--- src/hw/rtl/access_log_line_field_tagger_defines.svh ---
// Assertion helpers used by the top-level RTL.
`ifndef ACCESS_LOG_LINE_FIELD_TAGGER_DEFINES_SVH
`define ACCESS_LOG_LINE_FIELD_TAGGER_DEFINES_SVH

// Same-cycle implication, checked out of reset.
`define LFT_ASSERT_NOW(lbl, ante, cons, msg) \
  lbl: assert property (@(posedge clk_i) disable iff (!rst_ni) (ante) |-> (cons)) \
    else $error(msg);

// Next-cycle implication, checked out of reset.
`define LFT_ASSERT_NEXT(lbl, ante, cons, msg) \
  lbl: assert property (@(posedge clk_i) disable iff (!rst_ni) (ante) |=> (cons)) \
    else $error(msg);

`endif

--- src/hw/rtl/lft_pkg.sv ---
`timescale 1ns / 1ps

package lft_pkg;

  localparam int unsigned TIME_BYTES = 8;
  localparam int unsigned LAST_FIELD = 6;

  localparam int unsigned FIELD_W      = 3;
  localparam int unsigned DATE_PHASE_W = 4;
  localparam int unsigned ACC_W        = 32;
  localparam int unsigned QUEUE_DEPTH  = 4;
  localparam int unsigned QPTR_W       = $clog2(QUEUE_DEPTH);
  localparam int unsigned QCNT_W       = $clog2(QUEUE_DEPTH + 1);

  localparam logic [FIELD_W-1:0] FIELD_CLIENT  = 3'd0;
  localparam logic [FIELD_W-1:0] FIELD_DATE    = 3'd3;
  localparam logic [FIELD_W-1:0] FIELD_REQUEST = 3'd4;
  localparam logic [FIELD_W-1:0] FIELD_STATUS  = 3'd5;
  localparam logic [FIELD_W-1:0] FIELD_SIZE    = 3'd6;
  localparam logic [FIELD_W-1:0] FIELD_MAX     = 3'd7;

  localparam logic [7:0] CH_LBRACKET = 8'h5B;
  localparam logic [7:0] CH_RBRACKET = 8'h5D;
  localparam logic [7:0] CH_QUOTE    = 8'h22;
  localparam logic [7:0] CH_SPACE    = 8'h20;
  localparam logic [7:0] CH_COLON    = 8'h3A;
  localparam logic [7:0] CH_PLUS     = 8'h2B;
  localparam logic [7:0] CH_MINUS    = 8'h2D;
  localparam logic [7:0] CH_ZERO     = 8'h30;
  localparam logic [7:0] CH_NINE     = 8'h39;
  localparam logic [7:0] CH_TAB      = 8'h09;
  localparam logic [7:0] CH_CR       = 8'h0D;

  localparam logic [ACC_W:0]   MAG_CAP = 33'h0_8000_0000;
  localparam logic [ACC_W-1:0] POS_MAX = 32'h7FFF_FFFF;

  typedef enum logic [2:0] {
    TAG_NONE   = 3'd0,
    TAG_CLIENT = 3'd1,
    TAG_DATE   = 3'd2,
    TAG_TIME   = 3'd3,
    TAG_PATH   = 3'd4
  } tag_e;

  typedef enum logic [1:0] {
    NUM_LEAD   = 2'd0,
    NUM_DIGITS = 2'd1,
    NUM_STOP   = 2'd2
  } num_phase_e;

  localparam logic [1:0] REQ_START = 2'd0;
  localparam logic [1:0] REQ_PATH  = 2'd1;
  localparam logic [1:0] REQ_DONE  = 2'd2;

  typedef struct packed {
    logic [7:0]       byte_out;
    tag_e             tag;
    logic             tag_restart;
    logic             line_done;
    logic [ACC_W-1:0] status_value;
    logic [ACC_W-1:0] size_value;
    logic             date_found;
    logic             path_found;
  } lft_item_t;

  typedef struct packed {
    logic full;
    logic empty;
  } lft_q_status_t;

endpackage

--- src/hw/rtl/lft_front.sv ---
`timescale 1ns / 1ps

module lft_front
  import lft_pkg::*;
(
  input  logic          clk_i,
  input  logic          rst_ni,
  input  logic          s_valid_i,
  output logic          s_ready_o,
  input  logic [7:0]    s_byte_i,
  input  logic          s_last_i,
  input  lft_q_status_t q_status_i,
  output logic          push_o,
  output lft_item_t     push_item_o
);

  logic                    in_brackets_q, in_brackets_d, in_brackets_u;
  logic                    in_quotes_q, in_quotes_d, in_quotes_u;
  logic [FIELD_W-1:0]      field_q, field_d, field_u;
  logic [DATE_PHASE_W-1:0] date_phase_q, date_phase_d, date_phase_u;
  logic [1:0]              req_spaces_q, req_spaces_d, req_spaces_u;
  num_phase_e              num_phase_q, num_phase_d, num_phase_u;
  logic                    num_neg_q, num_neg_d, num_neg_u;
  logic [ACC_W-1:0]        status_acc_q, status_acc_d, status_acc_u;
  logic [ACC_W-1:0]        size_acc_q, size_acc_d, size_acc_u;
  logic [1:0]              found_q, found_d, found_u;

  logic [7:0] c;
  logic       is_lb, is_rb, is_qt, is_sp, is_colon, is_digit, is_ws;
  logic       active, sep;
  logic       nb, nq;

  logic [ACC_W-1:0]  acc_sel;
  logic [ACC_W+3:0]  acc_mul;
  logic [ACC_W-1:0]  fed_acc;
  num_phase_e        fed_phase;
  logic              fed_neg;
  tag_e              tag;
  logic              restart;

  function automatic logic [ACC_W-1:0] num_final(input logic [ACC_W-1:0] mag,
                                                 input logic neg);
    logic [ACC_W-1:0] r;
    if (neg) begin
      r = '0 - mag;
    end else if (mag[ACC_W-1]) begin
      r = POS_MAX;
    end else begin
      r = mag;
    end
    return r;
  endfunction

  assign c        = s_byte_i;
  assign is_lb    = (c == CH_LBRACKET);
  assign is_rb    = (c == CH_RBRACKET);
  assign is_qt    = (c == CH_QUOTE);
  assign is_sp    = (c == CH_SPACE);
  assign is_colon = (c == CH_COLON);
  assign is_digit = (c >= CH_ZERO) && (c <= CH_NINE);
  assign is_ws    = is_sp || ((c >= CH_TAB) && (c <= CH_CR));

  assign s_ready_o = !q_status_i.full;
  assign push_o    = s_valid_i && s_ready_o;

  assign active = (field_q <= FIELD_W'(LAST_FIELD));
  assign nb     = is_lb ? 1'b1 : (is_rb ? 1'b0 : in_brackets_q);
  assign nq     = (!is_lb && !is_rb && is_qt) ? !in_quotes_q : in_quotes_q;
  assign sep    = active && !nb && !nq && is_sp;

  // Shared decimal accumulator for the status and size fields, magnitude capped at 2^31.
  assign acc_sel = (field_q == FIELD_STATUS) ? status_acc_q : size_acc_q;
  assign acc_mul = ({4'b0, acc_sel} << 3) + ({4'b0, acc_sel} << 1)
                 + (ACC_W + 4)'(c - CH_ZERO);

  always_comb begin
    fed_acc   = acc_sel;
    fed_phase = num_phase_q;
    fed_neg   = num_neg_q;
    unique case (num_phase_q)
      NUM_LEAD: begin
        if (is_ws) begin
          fed_phase = NUM_LEAD;
        end else if (c == CH_PLUS) begin
          fed_phase = NUM_DIGITS;
        end else if (c == CH_MINUS) begin
          fed_phase = NUM_DIGITS;
          fed_neg   = 1'b1;
        end else if (is_digit) begin
          fed_phase = NUM_DIGITS;
          fed_acc   = ACC_W'(c - CH_ZERO);
        end else begin
          fed_phase = NUM_STOP;
        end
      end
      NUM_DIGITS: begin
        if (is_digit) begin
          fed_acc = (acc_mul > (ACC_W + 4)'(MAG_CAP)) ? MAG_CAP[ACC_W-1:0]
                                                       : acc_mul[ACC_W-1:0];
        end else begin
          fed_phase = NUM_STOP;
        end
      end
      default: begin
        fed_phase = num_phase_q;
      end
    endcase
  end

  // State after this byte, before the end-of-line clear.
  always_comb begin
    in_brackets_u = in_brackets_q;
    in_quotes_u   = in_quotes_q;
    field_u       = field_q;
    date_phase_u  = date_phase_q;
    req_spaces_u  = req_spaces_q;
    num_phase_u   = num_phase_q;
    num_neg_u     = num_neg_q;
    status_acc_u  = status_acc_q;
    size_acc_u    = size_acc_q;
    found_u       = found_q;
    if (active) begin
      in_brackets_u = nb;
      in_quotes_u   = nq;
      if (sep) begin
        if (field_q == FIELD_STATUS) begin
          status_acc_u = num_final(status_acc_q, num_neg_q);
        end else if (field_q == FIELD_SIZE) begin
          size_acc_u = num_final(size_acc_q, num_neg_q);
        end
        if (field_q != FIELD_MAX) begin
          field_u = field_q + 1'b1;
        end
        num_phase_u = NUM_LEAD;
        num_neg_u   = 1'b0;
      end else begin
        unique case (field_q)
          FIELD_DATE: begin
            if (!found_q[0]) begin
              if (!is_lb && is_colon) begin
                found_u[0] = 1'b1;
              end
            end else if (date_phase_q < DATE_PHASE_W'(TIME_BYTES)) begin
              date_phase_u = date_phase_q + 1'b1;
            end
          end
          FIELD_REQUEST: begin
            if (req_spaces_q == REQ_START) begin
              if (is_sp) begin
                req_spaces_u = REQ_PATH;
              end
            end else if (req_spaces_q == REQ_PATH) begin
              if (!is_qt && is_sp) begin
                req_spaces_u = REQ_DONE;
                found_u[1]   = 1'b1;
              end
            end
          end
          FIELD_STATUS: begin
            status_acc_u = fed_acc;
            num_phase_u  = fed_phase;
            num_neg_u    = fed_neg;
          end
          FIELD_SIZE: begin
            size_acc_u  = fed_acc;
            num_phase_u = fed_phase;
            num_neg_u   = fed_neg;
          end
          default: begin
            field_u = field_q;
          end
        endcase
      end
    end
  end

  always_comb begin
    in_brackets_d = in_brackets_q;
    in_quotes_d   = in_quotes_q;
    field_d       = field_q;
    date_phase_d  = date_phase_q;
    req_spaces_d  = req_spaces_q;
    num_phase_d   = num_phase_q;
    num_neg_d     = num_neg_q;
    status_acc_d  = status_acc_q;
    size_acc_d    = size_acc_q;
    found_d       = found_q;
    if (push_o) begin
      if (s_last_i) begin
        in_brackets_d = 1'b0;
        in_quotes_d   = 1'b0;
        field_d       = '0;
        date_phase_d  = '0;
        req_spaces_d  = REQ_START;
        num_phase_d   = NUM_LEAD;
        num_neg_d     = 1'b0;
        status_acc_d  = '0;
        size_acc_d    = '0;
        found_d       = '0;
      end else begin
        in_brackets_d = in_brackets_u;
        in_quotes_d   = in_quotes_u;
        field_d       = field_u;
        date_phase_d  = date_phase_u;
        req_spaces_d  = req_spaces_u;
        num_phase_d   = num_phase_u;
        num_neg_d     = num_neg_u;
        status_acc_d  = status_acc_u;
        size_acc_d    = size_acc_u;
        found_d       = found_u;
      end
    end
  end

  // Region tag of this byte.
  always_comb begin
    tag     = TAG_NONE;
    restart = 1'b0;
    if (active && !sep) begin
      unique case (field_q)
        FIELD_CLIENT: begin
          tag = TAG_CLIENT;
        end
        FIELD_DATE: begin
          if (!found_q[0]) begin
            if (is_lb) begin
              tag     = TAG_DATE;
              restart = 1'b1;
            end else if (!is_colon) begin
              tag = TAG_DATE;
            end
          end else if (date_phase_q < DATE_PHASE_W'(TIME_BYTES)) begin
            tag = TAG_TIME;
          end
        end
        FIELD_REQUEST: begin
          if (req_spaces_q == REQ_PATH) begin
            if (is_qt) begin
              tag     = TAG_PATH;
              restart = 1'b1;
            end else if (!is_sp) begin
              tag = TAG_PATH;
            end
          end
        end
        default: begin
          tag = TAG_NONE;
        end
      endcase
    end
    // A line that ends inside the address leaves it empty.
    if (s_last_i && (field_u == FIELD_CLIENT)) begin
      tag     = TAG_CLIENT;
      restart = 1'b1;
    end
  end

  always_comb begin
    push_item_o              = '0;
    push_item_o.byte_out     = c;
    push_item_o.tag          = tag;
    push_item_o.tag_restart  = restart;
    push_item_o.line_done    = s_last_i;
    if (s_last_i) begin
      push_item_o.status_value = (field_u > FIELD_STATUS) ? status_acc_u : '0;
      if (field_u == FIELD_SIZE) begin
        push_item_o.size_value = num_final(size_acc_u, num_neg_u);
      end else if (field_u > FIELD_SIZE) begin
        push_item_o.size_value = size_acc_u;
      end
      push_item_o.date_found = found_u[0] && (field_u > FIELD_DATE);
      push_item_o.path_found = found_u[1] && (field_u > FIELD_REQUEST);
    end
  end

  always_ff @(posedge clk_i or negedge rst_ni) begin
    if (!rst_ni) begin
      in_brackets_q <= 1'b0;
      in_quotes_q   <= 1'b0;
      field_q       <= '0;
      date_phase_q  <= '0;
      req_spaces_q  <= REQ_START;
      num_phase_q   <= NUM_LEAD;
      num_neg_q     <= 1'b0;
      status_acc_q  <= '0;
      size_acc_q    <= '0;
      found_q       <= '0;
    end else begin
      in_brackets_q <= in_brackets_d;
      in_quotes_q   <= in_quotes_d;
      field_q       <= field_d;
      date_phase_q  <= date_phase_d;
      req_spaces_q  <= req_spaces_d;
      num_phase_q   <= num_phase_d;
      num_neg_q     <= num_neg_d;
      status_acc_q  <= status_acc_d;
      size_acc_q    <= size_acc_d;
      found_q       <= found_d;
    end
  end

endmodule

--- src/hw/rtl/lft_queue.sv ---
`timescale 1ns / 1ps

module lft_queue
  import lft_pkg::*;
(
  input  logic          clk_i,
  input  logic          rst_ni,
  input  logic          push_i,
  input  lft_item_t     push_item_i,
  input  logic          pop_i,
  output lft_item_t     pop_item_o,
  output lft_q_status_t status_o
);

  lft_item_t          entry_q [QUEUE_DEPTH];
  logic [QPTR_W-1:0]  wptr_q, wptr_d;
  logic [QPTR_W-1:0]  rptr_q, rptr_d;
  logic [QCNT_W-1:0]  count_q, count_d;
  logic               do_push, do_pop;

  assign status_o.full  = (count_q == QCNT_W'(QUEUE_DEPTH));
  assign status_o.empty = (count_q == '0);

  assign do_push = push_i && !status_o.full;
  assign do_pop  = pop_i && !status_o.empty;

  assign pop_item_o = entry_q[rptr_q];

  always_comb begin
    wptr_d  = do_push ? wptr_q + 1'b1 : wptr_q;
    rptr_d  = do_pop ? rptr_q + 1'b1 : rptr_q;
    count_d = count_q;
    if (do_push && !do_pop) begin
      count_d = count_q + 1'b1;
    end else if (do_pop && !do_push) begin
      count_d = count_q - 1'b1;
    end
  end

  always_ff @(posedge clk_i) begin
    if (do_push) begin
      entry_q[wptr_q] <= push_item_i;
    end
  end

  always_ff @(posedge clk_i or negedge rst_ni) begin
    if (!rst_ni) begin
      wptr_q  <= '0;
      rptr_q  <= '0;
      count_q <= '0;
    end else begin
      wptr_q  <= wptr_d;
      rptr_q  <= rptr_d;
      count_q <= count_d;
    end
  end

endmodule

--- src/hw/rtl/lft_back.sv ---
`timescale 1ns / 1ps

module lft_back
  import lft_pkg::*;
(
  input  logic          clk_i,
  input  logic          rst_ni,
  input  lft_q_status_t q_status_i,
  input  lft_item_t     q_item_i,
  output logic          pop_o,
  output logic          m_valid_o,
  input  logic          m_ready_i,
  output logic [79:0]   m_data_o,
  output logic [3:0]    m_user_o,
  output logic          m_last_o
);

  logic      valid_q, valid_d;
  lft_item_t item_q;

  // Refill the output register whenever it is empty or being drained.
  assign pop_o   = !q_status_i.empty && (!valid_q || m_ready_i);
  assign valid_d = pop_o ? 1'b1 : (m_ready_i ? 1'b0 : valid_q);

  always_ff @(posedge clk_i) begin
    if (pop_o) begin
      item_q <= q_item_i;
    end
  end

  always_ff @(posedge clk_i or negedge rst_ni) begin
    if (!rst_ni) begin
      valid_q <= 1'b0;
    end else begin
      valid_q <= valid_d;
    end
  end

  assign m_valid_o = valid_q;
  assign m_data_o  = {6'b0, item_q.path_found, item_q.date_found, item_q.size_value,
                      item_q.status_value, item_q.byte_out};
  assign m_user_o  = {item_q.tag_restart, item_q.tag};
  assign m_last_o  = item_q.line_done;

endmodule

--- src/hw/rtl/access_log_line_field_tagger.sv ---
// Data path: an accepted byte is written into the queue, then into the output register.
// Throughput: one byte per cycle while the queue has room, paced by the front-stage update.
// A four-beat queue and an output register let either side stall without holding the other.
// Reset: rst_ni is asynchronous and active low; it clears the parser state, the queue and
// the output valid. Parser state also returns to reset after each beat with tlast set.
`timescale 1ns / 1ps
`include "access_log_line_field_tagger_defines.svh"

module access_log_line_field_tagger
  import lft_pkg::*;
(
  input  logic        clk_i,
  input  logic        rst_ni,
  input  logic        s_axis_tvalid_i,
  output logic        s_axis_tready_o,
  input  logic [7:0]  s_axis_tdata_i,   // [7:0] byte_in
  input  logic        s_axis_tlast_i,   // line_end
  output logic        m_axis_tvalid_o,
  input  logic        m_axis_tready_i,
  // [7:0] byte_out, [39:8] status_value, [71:40] size_value, [72] date_found,
  // [73] path_found, [79:74] zero
  output logic [79:0] m_axis_tdata_o,
  output logic [3:0]  m_axis_tuser_o,   // [2:0] tag, [3] tag_restart
  output logic        m_axis_tlast_o    // line_done
);

  lft_q_status_t q_status;
  lft_item_t     push_item;
  lft_item_t     pop_item;
  logic          push;
  logic          pop;

  lft_front u_front (
    .clk_i       (clk_i),
    .rst_ni      (rst_ni),
    .s_valid_i   (s_axis_tvalid_i),
    .s_ready_o   (s_axis_tready_o),
    .s_byte_i    (s_axis_tdata_i),
    .s_last_i    (s_axis_tlast_i),
    .q_status_i  (q_status),
    .push_o      (push),
    .push_item_o (push_item)
  );

  lft_queue u_queue (
    .clk_i       (clk_i),
    .rst_ni      (rst_ni),
    .push_i      (push),
    .push_item_i (push_item),
    .pop_i       (pop),
    .pop_item_o  (pop_item),
    .status_o    (q_status)
  );

  lft_back u_back (
    .clk_i      (clk_i),
    .rst_ni     (rst_ni),
    .q_status_i (q_status),
    .q_item_i   (pop_item),
    .pop_o      (pop),
    .m_valid_o  (m_axis_tvalid_o),
    .m_ready_i  (m_axis_tready_i),
    .m_data_o   (m_axis_tdata_o),
    .m_user_o   (m_axis_tuser_o),
    .m_last_o   (m_axis_tlast_o)
  );

  `LFT_ASSERT_NOW(a_mid_line_no_values, m_axis_tvalid_o && !m_axis_tlast_o, m_axis_tdata_o[73:8] == '0, "line values set on a beat that does not end a line")
  `LFT_ASSERT_NOW(a_restart_has_region, m_axis_tvalid_o && m_axis_tuser_o[3], m_axis_tuser_o[2:0] == TAG_CLIENT || m_axis_tuser_o[2:0] == TAG_DATE || m_axis_tuser_o[2:0] == TAG_PATH, "restart flag on a beat outside a restartable region")
  `LFT_ASSERT_NEXT(a_queue_fill, push && !pop && !q_status.full, !q_status.empty, "queue empty after a push")

endmodule

--- config.mk ---
export PLATFORM = sky130hd
export DESIGN_NAME = access_log_line_field_tagger
export DESIGN_NICKNAME = d
export VERILOG_FILES = /design/src/hw/rtl/lft_pkg.sv /design/src/hw/rtl/lft_front.sv /design/src/hw/rtl/lft_queue.sv /design/src/hw/rtl/lft_back.sv /design/src/hw/rtl/access_log_line_field_tagger.sv
export VERILOG_INCLUDE_DIRS = /design/src /design/src/hw/rtl
export SDC_FILE = /design/constraint.sdc
export NUM_CORES = 1
export LEC_CHECK = 0
export BUFFER_PORTS_ARGS = -buffer_cell sky130_fd_sc_hd__buf_2
export CORE_ASPECT_RATIO = 0.75
export CORE_MARGIN = 2
export CORE_UTILIZATION = 40
export CTS_BUF_LIST = sky130_fd_sc_hd__clkbuf_8
export DETAILED_ROUTE_END_ITERATION = 8
export PLACE_DENSITY = 0.53
export REMOVE_ABC_BUFFERS = 1
export SETUP_SLACK_MARGIN = 0.15
export SLEW_MARGIN = 20
export SYNTH_ARGS = -nofsm -noshare
export SYNTH_HDL_FRONTEND = slang
export SYNTH_SLANG_ARGS = --single-unit
--- constraint.sdc ---
create_clock -name clk_i -period 9.4 [get_ports clk_i]
set_input_delay 0.47 -clock clk_i [delete_from_list [all_inputs] [get_ports clk_i]]
set_output_delay 0.47 -clock clk_i [all_outputs]
set_load 0.01 [all_outputs]
---- Word-level counts from Yosys, hierarchy flattened ----
Memories as Yosys holds them, arrays and structs flattened. A register that Yosys moved wholly into a read port is not among the register bits.
Index checks and enable logic that the tools add are counted.
word-level totals
  flip-flop bits (word level) ............. 88
  bits in writable memories ............... 316
  word-level logic and storage cells ...... 217
  memories kept ........................... 1
cells by class
  add/subtract/negate cells ............... 13
  $lt $le $gt $ge ......................... 11
  eq/ne operators ......................... 19
  muxes and demuxes ....................... 105
  reduce and logical (&&, ||, !) cells .... 54
memory list
  memory           depth  width  read ports  clocked after Yosys merged registers in  wr ports  RTL line         text
  u_queue.entry_q  4      79     1           1                                        1         lft_queue.sv:15  lft_item_t entry_q [QUEUE_DEPTH];
operator list
  cell                                                                                  number
  32-bit two-way mux                                                                    24
  1-bit by 32-bit subtractor with 32-bit output (first input constant)                  3
  31-bit two-way mux                                                                    3
  66-bit two-way mux                                                                    1
  32-bit case mux with 2 select lines                                                   1
  2-bit two-way mux                                                                     22
  8-bit by 6-bit == test with 1-bit output (second input constant)                      5
  3-bit two-way mux                                                                     13
  35-bit by 33-bit adder with 36-bit output                                             1
  36-bit adder                                                                          1
  36-bit by 32-bit greater-than comparator with 1-bit output (second input constant)    1
  1-bit two-way mux                                                                     32
  4-bit two-way mux                                                                     6
  1-bit logical AND                                                                     19
  8-bit by 6-bit subtractor with 9-bit output (second input constant)                   2
  8-bit by 7-bit == test with 1-bit output (second input constant)                      2
  3-bit == test (second input constant)                                                 5
  2-bit nonzero test                                                                    7
  1-bit logical NOT                                                                     12
  3-bit greater-than comparator (second input constant)                                 3
  3-bit logical NOT                                                                     3
  3-bit case mux with 3 select lines                                                    1
  3-bit nonzero test                                                                    3
  8-bit by 4-bit greater-or-equal comparator with 1-bit output (second input constant)  1
  other kinds (26)                                                                      31

---- Longest topological paths before layout ----
  word-level depth ........................ 15
  gate-level depth with buffers ........... 28

---- By module ----
From an unflattened synthesis, not the netlist that was laid out.
second synthesis, totals
  cell total of the unflattened synthesis .. 2434
  area, all modules ....................... 27456.3 µm²
modules (own cells, without submodules)
  module     instances  cells an instance  area an instance (µm²)  sequential area each (µm²)
  lft_front  1          1894               13080.0                 2001.9
  lft_queue  1          449                11905.2                 9664.3
  lft_back   1          91                 2471.1                  2397.3

---- Worst setup path before layout ----
No wires, ideal clock.
  kind .................................... flip-flop to flip-flop
  start point ............................. register u_front.field_q[1]
  end point ............................... memory u_queue.entry_q[0][21] in the netlist's numbering, data pin
  data arrival time ....................... 6.612 ns
  setup slack ............................. 2.497 ns
  stages on the path, launching flop included .. 28
  buffers on the path ..................... 7
  cell sequence ........................... dfrtp_1 -> inv_1 -> ha_1 -> nand2_1 -> clkbuf_1 -> clkbuf_1 -> clkbuf_1 -> mux2i_1 -> fa_1 -> inv_1 -> ha_1 -> clkbuf_1 -> and3_1 -> clkbuf_1 -> and3_1 -> a21o_1 -> a211oi_1 -> and3_1 -> nor4_2 -> and2_0 -> buf_2 -> a21oi_1 -> nand2_1 -> nor2_1 -> and3_1 -> buf_2 -> a311oi_1 -> a2111oi_0
RTL lines
  item                    RTL line          text
  start, declared         lft_front.sv:19   logic [FIELD_W-1:0] field_q, field_d, field_u;
  start signal, assigned  lft_front.sv:291  field_q <= field_d;
  end, declared           lft_queue.sv:15

==> impl_results.md <==
* Status: finished, final reports clean
* CP endpoint kind: flip-flop
* Int Power at 4.40 mW
* Rows at 82
* Post-synth top flop: edfxtp_1
* Fin crit share at 0.920
* Seq pwr share at 0.494
* Fin. Hold Viols at 0
* Setup violation total in the final timing report at 0
* Req. time, crit path at 9.83 ns
* Leakage at 11.6 nW
* Die span in y at 229 um
* Via count at 21300
* Nets at 2590
* Peak supply drop at 0.000135 V
* Number of global-route vias before repair at 20700
* Clock tree root buffer cell: clkbuf_8
* Placement Setup Slack at 0.675 ns
* Max Cap Violations at 0
* Initial DRC count at 2297
* Crit-path max FO at 23
* Reg clk slew, reported paths at 0.06 ns
* Cell variety after synth at 95
* Post-synthesis sequential area ratio at 0.520
* Clock tree sinks at 483
* Flops & latches, synth at 483
* Initial Utilization at 0.404
* Largest net degree at the start of global routing at 73
* Sw Share at 0.300
* I/O pin cnt at 100
* HP Class: input pin to flip-flop
* Worst Skew at 0.0481 ns
* GRT Residual Overflow at 0
* Die area at 69800 um2
* Filler cell count at 6279
* Share of layout cells above drive strength 1 at 0.166
* H-Tree Depth at 3
* Crit Path Class: flip-flop to flip-flop
* Net Sw Power at 1.89 mW
* Placed Cells at 3291
* Die W at 304 um
* Crit path arrival time at 9.08 ns
* Synthesis-to-finish area growth at 11.9%
* CTS tree: built
* Async SR Flop Fraction at 0.182
* Proportion of power drawn by the clock network at 0.290
* Total negative setup slack at 0 ns
* Pins over their slew limit at 0
* Avg Inst Size Synth at 11.3 um2
* Core area at 66900 um2
* Max Clock Freq at 116 MHz
* Vias/cell at 6.19
* DRC violation count after routing at 0
* Num CTS Buffers at 79
* CTS Buffer Depth at 3
* Combinational group share of total power at 0.216
* Remaining antenna violation count at 0
* Final WS setup at 0.749 ns
* First-pass iteration count of the detailed router at 6
* Minimum clock period at 8.65 ns
* Post-DP HPWL at 69200 um
* Slew HR at 0.226
* CP Launch Type: flip-flop
* Worst-margin pin slew at 1.16 ns
* Worst-skew pair later-pin latency at 0.72 ns
* Post-synthesis cell area at 27100 um2
* RePlAce Congestion at 1.03
* YS warnings at 0
* GRT Util Overall at 0.273
* Initial antenna violation count at 6
* RSZ-0062 raised after global routing: false
* IO Port Bufs at 93
* Post-synthesis instance total at 2394
* Finished Layout Cells at 3445
* Tot Pwr at 6.29 mW
* Global-route wire length before repair at 141000 um
* Routed length per instance at 27.8 um
* Power per Cell Area at 208 nW/um2
* Final wirelength at 95900 um
* EDFF count, synth at 395
## power groups by stage
stage                     clock network [mW]  registers, mW  logic (mW)
after detailed placement                   0           3.16        1.39
after CTS                               1.88           3.12        1.40
after global placement                     0           3.13        1.39
after floorplan                            0           3.27       0.749
after global routing                    1.97           3.15        1.47
final                                   1.82           3.10        1.36
## final timing paths
path | start | end | slack (ns) | cells after the start
max | u_front.field_q[1] | u_queue.entry_q[3][18] | 0.75 | 22
min | s_axis_tdata_i[5] | u_queue.entry_q[1][76] | 0.07 | 1
max in group asynchronous | rst_ni | u_queue.rptr_q[0] | 7.81 | 3
min reg2reg | u_queue.count_q[2] | u_queue.count_q[2] | 0.51 | 1
max reg2reg | u_front.field_q[1] | u_queue.entry_q[3][18] | 0.75 | 22
min in group asynchronous | rst_ni | u_queue.count_q[0] | 0.35 | 2
## per-stage QoR
stage	instance area, um2	hold slack [ns]	utilization
finish	30300	0.0661	0.452
global route	30300	0.0450	0.452
CTS	30200	0.00679	0.452
detailed placement	28700	0.498	0.428
global placement	28700	0.481	0.428
floorplan	26400	0.174	-
## synthesized netlist by cell type (14+ instances only)
cell type / number / area [um2]
mux4_2: 79 / 1780
and3_1: 21 / 131
a31oi_1: 44 / 275
clkbuf_1: 126 / 473
xnor2_1: 23 / 201
o31ai_1: 18 / 135
or2_2: 16 / 100
buf_2: 20 / 100
fa_1: 32 / 641
nand2_1: 201 / 754
or3_1: 26 / 163
inv_1: 112 / 420
o21ai_0: 162 / 811
nand3_1: 37 / 185
ha_1: 53 / 663
o211ai_1: 23 / 173
a22o_1: 19 / 166
o21a_1: 26 / 195
a211oi_1: 23 / 173
a21oi_1: 159 / 796
edfxtp_1: 395 / 11900
nor4_1: 16 / 100
dfrtp_1: 88 / 2200
a21o_1: 33 / 248
nor2_1: 165 / 619
mux2i_1: 33 / 330
o22ai_1: 25 / 156
o41ai_1: 14 / 123
nor3_1: 81 / 405
a22oi_1: 14 / 105
xor2_1: 14 / 123
and2_1: 14 / 87.6
nand4_1: 28 / 175
## flip-flops by register name, summed over array words and instances (netlist names), 2 cells and up
| name | cells |
|---|---|
| u_back.m_data_o | 74 |
| u_back.m_user_o | 4 |
| u_front.date_phase_q | 4 |
| u_front.field_q | 3 |
| u_front.found_q | 2 |
| u_front.num_phase_q | 2 |
| u_front.req_spaces_q | 2 |
| u_front.size_acc_q | 32 |
| u_front.status_acc_q | 32 |
| u_queue.count_q | 3 |
| u_queue.entry_q | 316 |
| u_queue.rptr_q | 2 |
| u_queue.wptr_q | 2 |
## routing by layer
layer / GRT usage / part of all wire / up-vias
met1: 0.398 / 0.46 / 10800
li1: - / - / 9418
met3: 0.0610 / 0.080 / 152
met2: 0.412 / 0.44 / 953
met5: 0 / 0 / -
met4: 0.0709 / 0.025 / 0
## logic make-up (layout without fill, tap and decap cells)
kind of cell,count (synthesis),count (layout),synth area share
muxes,118,118,0.0805
DFF,483,483,0.520
and+or+nand+nor,683,683,0.124
buffers and inverters,280,440,0.0409
AOI/OAI and AO/OA,707,707,0.174
xor gates and xnor gates,37,37,0.0120
adders and majority gates,85,85,0.0482
other,1,10,0.000139
## cell type report
cell class	instances	area [um2]	share of cell area
Multi-Input combinational cell	1636	12000	0.396
Sequential cell	483	14100	0.465
Antenna cell	4	10.0	0.000331
Timing Repair Buffer	177	1100	0.0365
Clock inverter	64	402	0.0133
Clock buffer	84	1160	0.0382
Inverter	115	432	0.0143
Tap cell	882	1100	0.0365
## worst max-delay path: stages, from the launching register on
cell and delay (ns):
dfrtp_1 0.42, inv_1 0.16, ha_1 0.33, nand2_1 0.39, buf_4 0.43, and2_1 0.24
a21oi_1 0.71, inv_1 0.28, ha_1 0.39, ha_1 0.39, and4_1 0.24, and3_1 0.25
a21o_1 0.19, a211oi_1 0.29, a21oi_1 0.13, nor4_2 0.72, and2_1 0.72, nand3_1 0.48
o211a_1 0.37, o21a_1 0.25, and3_1 0.32, mux2i_1 0.16, a221oi_1 0.49
## layout by cell type (no fill, tap or decap), types with 18 or more instances in the layout
master	count
a211oi_1	23
a21o_1	33
a21oi_1	158
a22o_1	19
a31oi_1	44
buf_2	92
buf_4	83
clkbuf_8	84
dfrtp_1	86
edfxtp_1	395
fa_1	32
ha_1	53
inv_1	143
mux2i_1	32
mux4_2	79
nand2_1	199
nand3_1	37
nand4_1	28
nor2_1	164
nor3_1	79
o211ai_1	23
o21a_1	26
o21ai_0	162
o22ai_1	25
o31ai_1	18
or3_1	25
xnor2_1	22
## timing repair
action | CTS | global route
endpoints found under the setup margin | 0 | 39
resized for setup | 0 | 3
hold buffers | 2 | 0
endpoints found under the hold margin | 45 | 0
setup buffers | 0 | 0
Note: power is estimated with default switching activity, not from simulation.
